==> src/design/rfab_pkg.sv <==
// ----------------------------------------------------------------------------
// rfab_pkg
// Shared types and constants for the rectangle fill and alpha blend core.
// ----------------------------------------------------------------------------
package rfab_pkg;

    localparam int unsigned CoordW  = 14;
    localparam int unsigned SizeW   = 13;
    localparam int unsigned ColorW  = 24;
    localparam int unsigned AlphaW  = 9;
    localparam int unsigned PosW    = 12;
    localparam int unsigned PixelW  = 32;
    localparam int unsigned ChanW   = 8;
    localparam int unsigned AddrW   = 5;
    localparam int unsigned DataW   = 32;
    localparam int unsigned InDataW = 56;

    localparam logic [ChanW-1:0] AlphaOpaque = 8'hFF;

    typedef enum logic [2:0] {
        REG_RECT_LEFT     = 3'd0,
        REG_RECT_TOP      = 3'd1,
        REG_RECT_RIGHT    = 3'd2,
        REG_RECT_BOTTOM   = 3'd3,
        REG_BUFFER_WIDTH  = 3'd4,
        REG_BUFFER_HEIGHT = 3'd5,
        REG_FILL_COLOR    = 3'd6,
        REG_ALPHA_CODE    = 3'd7
    } t_reg_idx;

    typedef struct packed {
        logic signed [CoordW-1:0] rect_left;
        logic signed [CoordW-1:0] rect_top;
        logic signed [CoordW-1:0] rect_right;
        logic signed [CoordW-1:0] rect_bottom;
        logic        [SizeW-1:0]  buffer_width;
        logic        [SizeW-1:0]  buffer_height;
        logic        [ColorW-1:0] fill_color;
        logic        [AlphaW-1:0] alpha_code;
    } t_cfg;

endpackage

==> src/design/rfab_regs.sv <==
// ----------------------------------------------------------------------------
// rfab_regs
// APB register file holding the rectangle, clip size, fill color and alpha.
// ----------------------------------------------------------------------------
module rfab_regs (
    input  logic                        i_clk,
    input  logic                        i_rst_n,
    input  logic                        psel,
    input  logic                        penable,
    input  logic                        pwrite,
    input  logic [rfab_pkg::AddrW-1:0]  paddr,
    input  logic [rfab_pkg::DataW-1:0]  pwdata,
    output logic [rfab_pkg::DataW-1:0]  prdata,
    output logic                        pready,
    output rfab_pkg::t_cfg              o_cfg
);
    import rfab_pkg::*;

    t_cfg     r_cfg;
    t_reg_idx w_idx;
    logic     w_wr;

    assign pready = 1'b1;
    assign w_idx  = t_reg_idx'(paddr[AddrW-1:2]);
    assign w_wr   = psel && penable && pwrite && pready;
    assign o_cfg  = r_cfg;

    always_ff @(posedge i_clk) begin
        if (!i_rst_n) begin
            r_cfg <= '0;
        end else if (w_wr) begin
            unique case (w_idx)
                REG_RECT_LEFT:     r_cfg.rect_left     <= pwdata[CoordW-1:0];
                REG_RECT_TOP:      r_cfg.rect_top      <= pwdata[CoordW-1:0];
                REG_RECT_RIGHT:    r_cfg.rect_right    <= pwdata[CoordW-1:0];
                REG_RECT_BOTTOM:   r_cfg.rect_bottom   <= pwdata[CoordW-1:0];
                REG_BUFFER_WIDTH:  r_cfg.buffer_width  <= pwdata[SizeW-1:0];
                REG_BUFFER_HEIGHT: r_cfg.buffer_height <= pwdata[SizeW-1:0];
                REG_FILL_COLOR:    r_cfg.fill_color    <= pwdata[ColorW-1:0];
                REG_ALPHA_CODE:    r_cfg.alpha_code    <= pwdata[AlphaW-1:0];
                default: ;
            endcase
        end
    end

    always_comb begin
        prdata = '0;
        unique case (w_idx)
            REG_RECT_LEFT:     prdata = DataW'(unsigned'(r_cfg.rect_left));
            REG_RECT_TOP:      prdata = DataW'(unsigned'(r_cfg.rect_top));
            REG_RECT_RIGHT:    prdata = DataW'(unsigned'(r_cfg.rect_right));
            REG_RECT_BOTTOM:   prdata = DataW'(unsigned'(r_cfg.rect_bottom));
            REG_BUFFER_WIDTH:  prdata = DataW'(r_cfg.buffer_width);
            REG_BUFFER_HEIGHT: prdata = DataW'(r_cfg.buffer_height);
            REG_FILL_COLOR:    prdata = DataW'(r_cfg.fill_color);
            REG_ALPHA_CODE:    prdata = DataW'(r_cfg.alpha_code);
            default:           prdata = '0;
        endcase
    end

endmodule

==> src/design/rect_fill_alpha_blend_core.sv <==
// ----------------------------------------------------------------------------
// rect_fill_alpha_blend_core
// Rectangle fill compositor: clip test and per-channel alpha blend per pixel.
// ----------------------------------------------------------------------------
// One pixel per clock: each transfer is captured in an input register, the clip
// test and the three 8x8 channel blends run in one combinational step, and the
// result is loaded into the output register once the output side can accept it
// and is offered from there. Throughput is one pixel per cycle whenever
// the output side is ready; with the output stalled the core holds two pixels
// and then drops s_axis_tready until the output side takes one. Program the
// registers over APB only while no pixel is in flight.
module rect_fill_alpha_blend_core (
    input  logic                          i_clk,
    input  logic                          i_rst_n,
    // APB configuration
    input  logic                          psel,
    input  logic                          penable,
    input  logic                          pwrite,
    input  logic [rfab_pkg::AddrW-1:0]    paddr,
    input  logic [rfab_pkg::DataW-1:0]    pwdata,
    output logic [rfab_pkg::DataW-1:0]    prdata,
    output logic                          pready,
    // pixel input
    input  logic                          s_axis_tvalid,
    output logic                          s_axis_tready,
    input  logic [rfab_pkg::InDataW-1:0]  s_axis_tdata,  // pixel_col, pixel_row, dst_pixel
    // pixel output
    output logic                          m_axis_tvalid,
    input  logic                          m_axis_tready,
    output logic [rfab_pkg::PixelW-1:0]   m_axis_tdata,  // pixel_out
    output logic                          m_axis_tuser   // write_enable
);
    import rfab_pkg::*;

    t_cfg w_cfg;

    logic                r_in_valid;
    logic [PosW-1:0]     r_col;
    logic [PosW-1:0]     r_row;
    logic [PixelW-1:0]   r_dst;
    logic                r_out_valid;
    logic                r_we;
    logic [PixelW-1:0]   r_pix;

    logic                w_adv;
    logic signed [CoordW:0] w_col, w_row, w_x0, w_y0, w_x1, w_y1, w_bw, w_bh;
    logic signed [CoordW:0] w_left, w_top, w_right, w_bottom;
    logic                w_inside;
    logic [ChanW-1:0]    w_a, w_na;
    logic [2*ChanW-1:0]  w_sum [3];
    logic [PixelW-1:0]   n_pix;
    logic                n_we;

    rfab_regs u_regs (
        .i_clk   (i_clk),
        .i_rst_n (i_rst_n),
        .psel    (psel),
        .penable (penable),
        .pwrite  (pwrite),
        .paddr   (paddr),
        .pwdata  (pwdata),
        .prdata  (prdata),
        .pready  (pready),
        .o_cfg   (w_cfg)
    );

    assign w_adv         = !r_out_valid || m_axis_tready;
    assign s_axis_tready = !r_in_valid || w_adv;

    assign w_col    = $signed({3'b000, r_col});
    assign w_row    = $signed({3'b000, r_row});
    assign w_left   = (CoordW+1)'(w_cfg.rect_left);
    assign w_top    = (CoordW+1)'(w_cfg.rect_top);
    assign w_right  = (CoordW+1)'(w_cfg.rect_right);
    assign w_bottom = (CoordW+1)'(w_cfg.rect_bottom);
    assign w_bw     = $signed({2'b00, w_cfg.buffer_width});
    assign w_bh     = $signed({2'b00, w_cfg.buffer_height});
    assign w_x0     = (w_left > 0) ? w_left : '0;
    assign w_y0     = (w_top > 0) ? w_top : '0;
    assign w_x1     = (w_right < w_bw) ? w_right : w_bw;
    assign w_y1     = (w_bottom < w_bh) ? w_bottom : w_bh;
    assign w_inside = (w_col >= w_x0) && (w_col < w_x1) && (w_row >= w_y0) && (w_row < w_y1);

    assign w_a  = ChanW'(w_cfg.alpha_code - AlphaW'(1));
    assign w_na = AlphaOpaque - w_a;

    always_comb begin
        for (int c = 0; c < 3; c++) begin
            w_sum[c] = (2*ChanW)'(w_cfg.fill_color[c*ChanW +: ChanW]) * (2*ChanW)'(w_a)
                     + (2*ChanW)'(r_dst[c*ChanW +: ChanW]) * (2*ChanW)'(w_na);
        end
        n_we  = w_inside && (w_cfg.alpha_code != '0);
        n_pix = r_dst;
        if (n_we) begin
            if (w_cfg.alpha_code[AlphaW-1]) begin
                n_pix = {AlphaOpaque, w_cfg.fill_color};
            end else begin
                n_pix = {AlphaOpaque, w_sum[2][2*ChanW-1:ChanW],
                         w_sum[1][2*ChanW-1:ChanW], w_sum[0][2*ChanW-1:ChanW]};
            end
        end
    end

    always_ff @(posedge i_clk) begin
        if (!i_rst_n) begin
            r_in_valid  <= 1'b0;
            r_out_valid <= 1'b0;
        end else begin
            if (s_axis_tready) begin
                r_in_valid <= s_axis_tvalid;
            end
            if (w_adv) begin
                r_out_valid <= r_in_valid;
            end
        end
    end

    always_ff @(posedge i_clk) begin
        if (s_axis_tvalid && s_axis_tready) begin
            r_col <= s_axis_tdata[PosW-1:0];
            r_row <= s_axis_tdata[2*PosW-1:PosW];
            r_dst <= s_axis_tdata[2*PosW +: PixelW];
        end
        if (w_adv && r_in_valid) begin
            r_we  <= n_we;
            r_pix <= n_pix;
        end
    end

    assign m_axis_tvalid = r_out_valid;
    assign m_axis_tdata  = r_pix;
    assign m_axis_tuser  = r_we;

    a_we_opaque: assert property (@(posedge i_clk) disable iff (!i_rst_n)
        (r_out_valid && r_we) |-> (r_pix[PixelW-1 -: ChanW] == AlphaOpaque))
        else $error("written pixel without opaque alpha");

    a_in_capture: assert property (@(posedge i_clk) disable iff (!i_rst_n)
        (s_axis_tvalid && s_axis_tready) |=> r_in_valid)
        else $error("input transfer not captured");

    a_out_fill: assert property (@(posedge i_clk) disable iff (!i_rst_n)
        (r_in_valid && !r_out_valid) |=> r_out_valid)
        else $error("result register not loaded");

    a_in_hold: assert property (@(posedge i_clk) disable iff (!i_rst_n)
        (r_in_valid && !w_adv) |=> (r_in_valid && $stable(r_dst)))
        else $error("stalled input register changed");

endmodule
==> config.mk <==
export PLATFORM = sky130hd
export DESIGN_NAME = rect_fill_alpha_blend_core
export DESIGN_NICKNAME = d
export VERILOG_FILES = /design/src/design/rfab_pkg.sv /design/src/design/rfab_regs.sv /design/src/design/rect_fill_alpha_blend_core.sv
export SDC_FILE = /design/constraint.sdc
export NUM_CORES = 1
export LEC_CHECK = 0
export BUFFER_PORTS_ARGS = -buffer_cell sky130_fd_sc_hd__buf_2
export CAP_MARGIN = 20
export CORE_MARGIN = 3
export CORE_UTILIZATION = 60
export CTS_BUF_LIST = sky130_fd_sc_hd__clkbuf_16
export DETAILED_ROUTE_END_ITERATION = 8
export HOLD_SLACK_MARGIN = 0.12
export PLACE_DENSITY = 0.79
export SYNTH_ARGS = -nofsm -noshare
export SYNTH_HDL_FRONTEND = slang
export SYNTH_SLANG_ARGS = --single-unit
==> constraint.sdc <==
create_clock -name i_clk -period 8.25 [get_ports i_clk]
set_clock_uncertainty 0.05 [all_clocks]
set_input_delay 1.65 -clock i_clk [delete_from_list [all_inputs] [get_ports i_clk]]
set_output_delay 1.65 -clock i_clk [all_outputs]
set_load 0.1 [all_outputs]
Word-level counts from Yosys, hierarchy flattened

Cells that the tools add are included.

Output and inout bits: 68
Register bits after elaboration: 206
Word-level logic and storage cells: 70
Input bits: 100

$lt $le $gt $ge: 8
Reduce and logical (&&, ||, !) cells: 22
Equal/unequal tests: 7
Multiplexer cells: 7
$mul: 6
Add/subtract/negate cells: 5

Operator list:

| operator            | number |
|---|---|
| $pmux 32 s8         | 1 |
| $mul 8x8->16        | 6 |
| $mux 15             | 4 |
| $add 16x16->16      | 3 |
| $mux 32             | 1 |
| $ge 13x15->1        | 2 |
| $lt 13x15->1        | 2 |
| $gt 14x1->1 const B | 2 |
| $lt 14x14->1        | 2 |
| $mux 24             | 1 |
| $reduce_and 2->1    | 8 |
| $eq 3x3->1 const B  | 4 |
| $reduce_bool 9->1   | 1 |
| $logic_and 1x1->1   | 8 |
| $sub 8x1->8 const B | 1 |
| $sub 8x8->8 const A | 1 |
| $eq 3x2->1 const B  | 2 |
| $eq 3x1->1 const B  | 1 |
| $logic_not 3->1     | 1 |
| $logic_not 1->1     | 2 |
| $logic_or 1x1->1    | 2 |

Depth between registers and ports, before layout

Gate-level depths: netlist of run 1.

Word-level depth: 8
Mapped depth: 26
Gate-level depth less buffers: 24

Hierarchy

A second synthesis of run 1 with hierarchy kept.

Cell total of the unflattened synthesis: 2547
Area total of the unflattened synthesis: 23572.6 µm²

By module, submodules not included:

| module                     | sequential area each (µm²) | area an instance (µm²) | instances | cells an instance |
|---|---|---|---|---|
| rect_fill_alpha_blend_core | 2712.6                     | 18051.1                | 1         | 1879 |
| rfab_regs                  | 2302.2                     | 5521.5                 | 1         | 668 |

Worst setup path after synthesis of run 1

No wires, ideal clock.

Path kind: input -> output
From: input port paddr[4] in the netlist's numbering
To: output port prdata[13] in the netlist's numbering
Slack: 0.811 ns
Buffers on the path: 2
Data arrival time: 5.739 ns
Stages on the path: 5
Path through: buf_2 inv_1 clkbuf_1 nand2_1 o311ai_0

Word-level cells in the longest chain between the ends: 2
Elaborated cells on any way between the ends: 9

RTL lines:

| what                                     | RTL line                         | RTL |
|---|---|---|
| start, declared                          | rect_fill_alpha_blend_core.sv:19 | `input logic [rfab_pkg::AddrW-1:0] paddr,` |
| $eq 3x3->1, or another cell as far along | rfab_regs.sv:48                  | `unique case (w_idx)` |
| $pmux 32 s8 *                            | rfab_regs.sv:48                  |  |
| end, declared                            | rect_fill_alpha_blend_core.sv:21 | `output logic [rfab_pkg::DataW-1:0] prdata,` |

Every way passes the cells marked *; elsewhere a longest branch is shown, timed or not. The select of a mux whose other input is x is not followed.

Worst setup path in the final report of run 1

From: register u_regs.r_cfg (netlist bit u_regs.o_cfg[0])
To: register r_pix[22], in the netlist m_axis_tdata[22] (data pin)

Word-level cells in the longest chain between the ends: 6
Elaborated cells on any way between the ends: 9

RTL lines:

| what                 | RTL line                          | RTL |
|---|---|---|
| start, declared      | rfab_regs.sv:19                   | `t_cfg r_cfg;` |
| $sub 8x1->8          | rect_fill_alpha_blend_core.sv:84  | `assign w_a = ChanW'(w_cfg.alpha_code - AlphaW'(1));` |
| $sub 8x8->8          | rect_fill_alpha_blend_core.sv:85  | `assign w_na = AlphaOpaque - w_a;` |
| $mul 8x8->16         | rect_fill_alpha_blend_core.sv:90  | `+ (2*ChanW)'(r_dst[c*ChanW +: ChanW]) * (2*ChanW)'(w_na);` |
| $add 16x16->16       | rect_fill_alpha_blend_core.sv:90  |  |
| $mux 24              | rect_fill_alpha_blend_core.sv:95  | `if (w_cfg.alpha_code[AlphaW-1]) begin` |
| $mux 32 *            | rect_fill_alpha_blend_core.sv:94  | `if (n_we) begin` |
| via n_pix[22]        | rect_fill_alpha_blend_core.sv:51  | `logic [PixelW-1:0] n_pix;` |
| end signal, assigned | rect_fill_alpha_blend_core.sv:126 | `r_pix <= n_pix;` |
| end, declared        | rect_fill_alpha_blend_core.sv:43  | `logic [PixelW-1:0] r_pix;` |

The timed path passes the listed nets; every way through them passes the cells marked *.
A chain may end at the register's enable or synchronous reset.

==> flow_summary_export.csv, run 1 <==
group,metric,value,unit
timing,slew_headroom,0.218,
timing,whs,0.442,ns
floorplan,start_util,0.617,
synth,synth_compound_area_frac,0.0800,
finish,layout.nets,3259,
setup_path,endpoint_kind,"register",
setup_path,critical_path.startpoint_type,"register",
setup_path,path_class,"register to register",
synth,synth_fa_ha_area_frac,0.377,
global_route,grt-ovfl-total,0,
clocking,ctsRootBufferMaster,"clkbuf_16",
synth,synth_top_family_by_area,"adder cells",
synth,yosys-mux-area-fraction,0.0509,
run,maxCapViolations,0,
floorplan,num_rows,71,
synth,synth_area_leaders,"fa_1 (24%), ha_1 (13%), edfxtp_1 (11%)",
synth,synthTopCellsByCount,"inv_1 (430), nand2_1 (391), fa_1 (285)",
clocking,cts_tree,"built",
floorplan,num_io_pins,168,
floorplan,die_area,41600,µm²
setup_path,critPathMaxFanout,15,
timing,slew_viol_final,0,
pwr,peakVddDrop,0.000182,V
clocking,post_cts_buffers,0,
finish,drive_above_1_share,0.107,
outcome,status,"finished, final reports clean",
synth,ys_types,66,
synth,synth_warnings,0,
clocking,clk_latency,0.58,ns
floorplan,die_w,204,µm
global_route,grt_usage,0.312,
pwr,pwr-share-clk,0.418,
synth,synth-seq-cells,206,
pwr,p_sw_frac,0.308,
finish,fillers,2934,
timing,setup_tns,0,ns
synth,synthXorXnorAreaFrac,0.0153,
pwr,seq_power_share,0.395,
routing,wl,63.7,mm
finish,syn2layout_area_growth,8.64,%
synth,synth_cells,2550,
routing,first_iter_violations,1269,
clocking,holdBufCountCts,0,
pwr,power.total,0.00287,W
timing,setup_ws,0.758,ns
clocking,clk_pin_slew_worst_paths,0.06,ns
timing,setup_viol,0,
timing,finalHoldViolCount,0,
clocking,cts_buffer_depth,3,
synth,yosys.area_share.simple,0.169,
timing,finalCriticalPeriod,7.49,ns
setup_path,required,8.51,ns
placement,hpwlAfterDp,48.1,mm
synth,syn_avg_cell_area,9.22,µm²
timing,finalCritPeriodShare,0.908,
timing,max_freq,0.133,GHz
clocking,cts_resized,0,
pwr,p_leak,12.2,nW
routing,wl_per_cell,20.2,µm
global_route,antenna_found_initial,3,
synth,synthFlopType,"dfxtp_1",
clocking,cts.sinks,206,
routing,dr.pass1.iters,5,
clocking,numCtsBuffers,25,
synth,async_reset_ff_frac,0,
pwr,p_int,0.00199,W
timing,rsz0062_at_grt,"no",
synth,synth_top_area_share,0.243,
routing,vias,18172,
setup_path,arrival,7.75,ns
floorplan,core,38100,µm²
pwr,p_per_area,112,nW/µm²
clocking,h-tree-depth,1,
placement,pre_cts_slack,0.755,ns
pwr,power_switching,0.000885,W
synth,synthMostInstantiatedCell,"inv_1",
pwr,combPwrFrac,0.187,
routing,ant_nets,0,
global_route,grt_max_degree,118,
floorplan,die_height,204,µm
synth,netlist_area,23500,µm²
global_route,grt_pass1_wl,102,mm
routing,route.detailed.drc,0,
synth,synth-edff-count,89,
synth,ys_seq_area_frac,0.213,
routing,via_per_inst,5.76,
synth,synth_top_cell_by_area,"fa_1",
timing,worstMarginPinSlew,1.17,ns
global_route,grt_pass1_vias,19487,
worst_hold_path,min_path_type,"register to register",
placement,gp_congestion,0.954,
placement,io_buffers,148,
-- power by group through the flow --
| stage | sequential [W] | combinational, W | clock (W) |
|---|---|---|---|
| final | 0.00114 | 0.000537 | 0.00120 |
| after global routing | 0.00114 | 0.000590 | 0.00126 |
| after CTS | 0.00113 | 0.000536 | 0.00122 |
| after detailed placement | 0.00116 | 0.000533 | 0 |
| after global placement | 0.00116 | 0.000509 | 0 |
| after floorplan | 0.00119 | 0.000345 | 0 |
-- metal layers --
layer / track usage / vias to the layer above / wire (µm)
li1: - / 8179 / -
met1: 0.382 / 8941 / 23800
met2: 0.541 / 830 / 31200
met3: 0.0502 / 222 / 5190
met4: 0.148 / 0 / 3470
met5: 0 / - / 0
-- logic make-up after synthesis --
family,count (synthesis)
AOI/OAI and AO/OA,275
other,2
buffers and inverters,571
DFF,206
muxes,104
adders and majority gates,538
xor gates and xnor gates,38
and+or+nand+nor,816
-- cell usage in the layout, fill, tap and decap left out, types with 24 or more instances in the layout --
master and instances:
nor2_1 48, nand2_1 391, buf_2 148, o21ai_0 46, edfxtp_1 89, nor2b_1 51
fa_1 285, mux2i_1 67, a21oi_1 38, buf_4 24, and2_1 227, clkbuf_16 26
a21boi_0 91, dfxtp_1 116, a21o_1 25, mux2_2 26, ha_1 253, inv_1 431
-- layout make-up --
class | count | area (µm²) | share of cell area
antenna | 2 | 5.00 | 0.000196
tap | 511 | 639 | 0.0250
clock buffer | 26 | 651 | 0.0255
clock inverter | 20 | 235 | 0.00921
sequential | 206 | 5020 | 0.196
inverter | 433 | 1630 | 0.0636
multi-input combinational | 1780 | 16400 | 0.642
timing repair buffer | 175 | 980 | 0.0383
-- state kept, by name, indices dropped and copies added (netlist names) --
name           flops
m_axis_tdata      32
m_axis_tuser       1
m_axis_tvalid      1
r_col             12
r_dst             32
r_in_valid         1
r_row             12
u_regs.o_cfg     115
-- worst paths after layout --
check             slack, ns               end             start  cells past startpoint
hold reg to reg        0.44  u_regs.o_cfg[50]  u_regs.o_cfg[50]                      2
hold / removal         0.44  u_regs.o_cfg[50]  u_regs.o_cfg[50]                      2
setup reg to reg       0.76  m_axis_tdata[22]   u_regs.o_cfg[0]                     20
setup / recovery       0.76  m_axis_tdata[22]   u_regs.o_cfg[0]                     20
-- metrics by stage --
stage,utilization,instances,instance area [µm²]
2_1_floorplan,-,2557,23500
3_3_place_gp,0.645,3102,24600
3_5_place_dp,0.646,3104,24600
4_1_cts,0.670,3150,25500
5_1_grt,0.670,3153,25500
6_report,0.670,3153,25500
-- worst max-delay path: stages, from the launching register on --
cell and delay [ns]:
dfxtp_1 0.34, clkinv_1 0.30, ha_1 0.40, xnor2_2 0.73, buf_4 0.32, nand2_1 0.10, fa_1 0.47, fa_1 0.49
inv_1 0.05, fa_1 0.56, fa_1 0.44, fa_1 0.53, fa_1 0.44, ha_1 0.31, nor3_1 0.20, nor2_1 0.11
a41o_1 0.30, a2111o_1 0.44, a21o_1 0.16, a31o_2 0.24, mux2_4 0.25
No activity file was read; power rests on OpenSTA's default activity.
==> run 2, diff against run 1 <==
Settings changed: CORE_UTILIZATION 60 to 63, GPL_TIMING_DRIVEN from default to 0, PLACE_DENSITY 0.79 to 0.83, SYNTH_HIERARCHICAL from default to 1.
==> run 2 against run 1 <==
Compared with the run above: largest power group is now registers; combinational power rose by 9.9%; critical path depth rose by 3; highest routed layer is now met5; cell count rose by 1.7%.
==> flow_summary_export.csv, run 2 <==
group,metric,value,unit
synth,netlist_area,23600,µm²
global_route,grt_max_degree,57,
timing,slew_viol_final,0,
floorplan,die_height,199,µm
clocking,numCtsBuffers,24,
routing,ant_nets,0,
finish,syn2layout_area_growth,9.59,%
timing,slew_headroom,0.382,
placement,gp_congestion,0.963,
placement,io_buffers,138,
setup_path,crit_slowest_cell,"clkbuf_1",
clocking,cts.sinks,206,
synth,synth-edff-count,89,
setup_path,crit_path_frequent_cell,"fa_1",
global_route,grt_pass1_vias,20250,
synth,synth_fa_ha_area_frac,0.376,
synth,syn_avg_cell_area,9.26,µm²
synth,ys_types,71,
routing,first_iter_violations,1560,
synth,synth_warnings,6,
outcome,status,"finished, final reports clean",
setup_path,required,8.49,ns
floorplan,die_area,39800,µm²
finish,instances_no_fill,3207,
routing,dr.pass1.iters,6,
routing,wl,68.6,mm
setup_path,critical_path.startpoint_type,"register",
setup_path,critPathTopFamily,"adder cells",
finish,final_common_cell,"inv_1",
routing,wl_per_cell,21.4,µm
placement,post_dp_cell_area,24900,µm²
pwr,peakVddDrop,0.000167,V
finish,drive_above_1_share,0.109,
synth,synth_area_leaders,"fa_1 (24%), ha_1 (13%), edfxtp_1 (11%)",
setup_path,path_buf_inv,4,
finish,largest_reg_flops,115,
pwr,p_per_area,110,nW/µm²
global_route,grt_usage,0.353,
synth,synth-seq-cells,206,
timing,setup_viol,0,
timing,finalCriticalPeriod,8.05,ns
timing,finalCritPeriodShare,0.976,
pwr,p_leak,12.2,nW
synth,synth_compound_area_frac,0.0999,
clocking,h-tree-depth,1,
run,maxCapViolations,0,
synth,synthFlopType,"dfxtp_1",
setup_path,critPathMaxFanout,10,
finish,layout.nets,3358,
setup_path,path_cells,"clkinv_2 > clkbuf_4 > ha_1 > nand2_2 > xnor2_1 > clkbuf_1 > nand2_1 > fa_1 > fa_1 > fa_1 > inv_1 > fa_1 > fa_1 > fa_1 > ha_1 > or2_2 > a21oi_1 > o31ai_1 > a21o_1 > a21o_1 > a21oi_1 > xnor2_1 > o211ai_1",
clocking,clk_pin_slew_worst_paths,0.07,ns
routing,vias,18876,
timing,whs,0.440,ns
timing,max_freq,0.124,GHz
setup_path,critPathMaxStageDelay,0.72,ns
floorplan,start_util,0.641,
routing,route.detailed.drc,0,
setup_path,path_class,"register to register",
setup_path,endpoint_kind,"register",
synth,synth_cells,2547,
synth,yosys.area_share.simple,0.168,
routing,via_per_inst,5.89,
synth,ys_seq_area_frac,0.213,
timing,setup_tns,0,ns
finish,finalInstanceArea,25800,µm²
global_route,grt-ovfl-total,0,
floorplan,core,36800,µm²
synth,async_reset_ff_frac,0,
synth,yosys-mux-area-fraction,0.0298,
synth,synthXorXnorAreaFrac,0.0160,
floorplan,die_w,199,µm
clocking,holdBufCountCts,0,
finish,utilization,0.702,
worst_hold_path,min_path_type,"register to register",
finish,final_cell_mix,"inv_1 (443), nand2_1 (321), fa_1 (285)",
floorplan,num_io_pins,168,
timing,worstMarginPinSlew,0.926,ns
synth,synth_top_area_share,0.242,
global_route,grt_pass1_wl,107,mm
synth,synthTopCellsByCount,"inv_1 (439), nand2_1 (321), fa_1 (285)",
clocking,ctsRootBufferMaster,"clkbuf_16",
synth,synthMostInstantiatedCell,"inv_1",
clocking,cts_buffer_depth,3,
clocking,clk_latency,0.57,ns
timing,finalHoldViolCount,0,
placement,dp_cells,3161,
clocking,cts_tree,"built",
floorplan,num_rows,70,
synth,synth_top_cell_by_area,"fa_1",
setup_path,arrival,8.29,ns
placement,hpwlAfterDp,54.1,mm
global_route,antenna_found_initial,2,
synth,synth_top_family_by_area,"adder cells",
[run 2: changes by cell type in the layout (fill, tap and decap cells not counted), sizes merged, moves of 13 or more]
cell    before  now
a21oi       38   66
mux2        28   10
and2       228  241
a221oi       1   19
nor2        48   80
buf        175  195
clkbuf      26   96
xnor2       16   30
nand2b      16   36
nand2      391  322
a21boi      93  106
[run 2: worst reg2reg max path: cells and delay by family (launching register included)]
kind	cells	cell delay (ns)
compound gates	6	1.33
fa+ha+maj	8	3.59
buf+inv	4	1.31
simple gates	3	0.60
flops	1	0.35
xor+xnor	2	0.55
[run 2: what timing repair did]
item,in CTS,in global routing
endpoints found under the setup margin,23,12
buffers inserted,0,1
endpoints found under the hold margin,0,0
gates resized for setup,15,15
cloned,0,0
pin swaps,0,1
[run 2: worst paths after layout]
check | startpoint | to | slack, ns | cells past startpoint
worst min register to register | u_regs/o_cfg[29] | u_regs/o_cfg[29] | 0.44 | 2
worst min-delay path | u_regs/o_cfg[29] | u_regs/o_cfg[29] | 0.44 | 2
worst max-delay path | u_regs/o_cfg[0] | m_axis_tdata[15] | 0.20 | 23
worst max register to register | u_regs/o_cfg[0] | m_axis_tdata[15] | 0.20 | 23
[run 2: area by class of cell]
| type | count | area, µm² |
|---|---|---|
| multi-input combinational | 1780 | 16400 |
| fill | 2786 | 11000 |
| sequential | 206 | 5010 |
| inverter | 440 | 1650 |
| timing repair buffer | 140 | 718 |
| buffer | 128 | 663 |
| clock buffer | 24 | 601 |
| tap | 468 | 586 |
| clock inverter | 20 | 219 |
| antenna | 1 | 2.50 |
[run 2: per-layer routing]
| layer | wire length [µm] | vias up | track usage |
|---|---|---|---|
| met5 | 11 | - | 0 |
| met4 | 5170 | 2 | 0.223 |
| met3 | 5800 | 317 | 0.0639 |
| met1 | 24900 | 9191 | 0.417 |
| li1 | - | 8394 | - |
| met2 | 32800 | 972 | 0.597 |
[run 2: power by group]
part	internal (W)	switching, W	leakage (nW)
registers	0.00110	0.0000357	1.80
logic	0.000196	0.000394	10.0
clock network	0.000657	0.000462	0.416
total	0.00195	0.000892	12.2
[run 2: kinds of logic after synthesis]
group,after synthesis
multiplexers,69
AO/OA/AOI/OAI,334
buffers and inverters,568
AND/OR/NAND/NOR,787
adder cells (fa/ha/maj),538
other,2
flip-flops,206
XOR/XNOR,43
[run 2: stage by stage]
step	setup WS, ns	power [W]
after global placement	-0.858	0.00171
after detailed placement	-1.09	0.00173
after global routing	-0.0396	0.00295
after CTS	0.122	0.00285
final	0.202	0.00284
after floorplan	1.09	0.00155
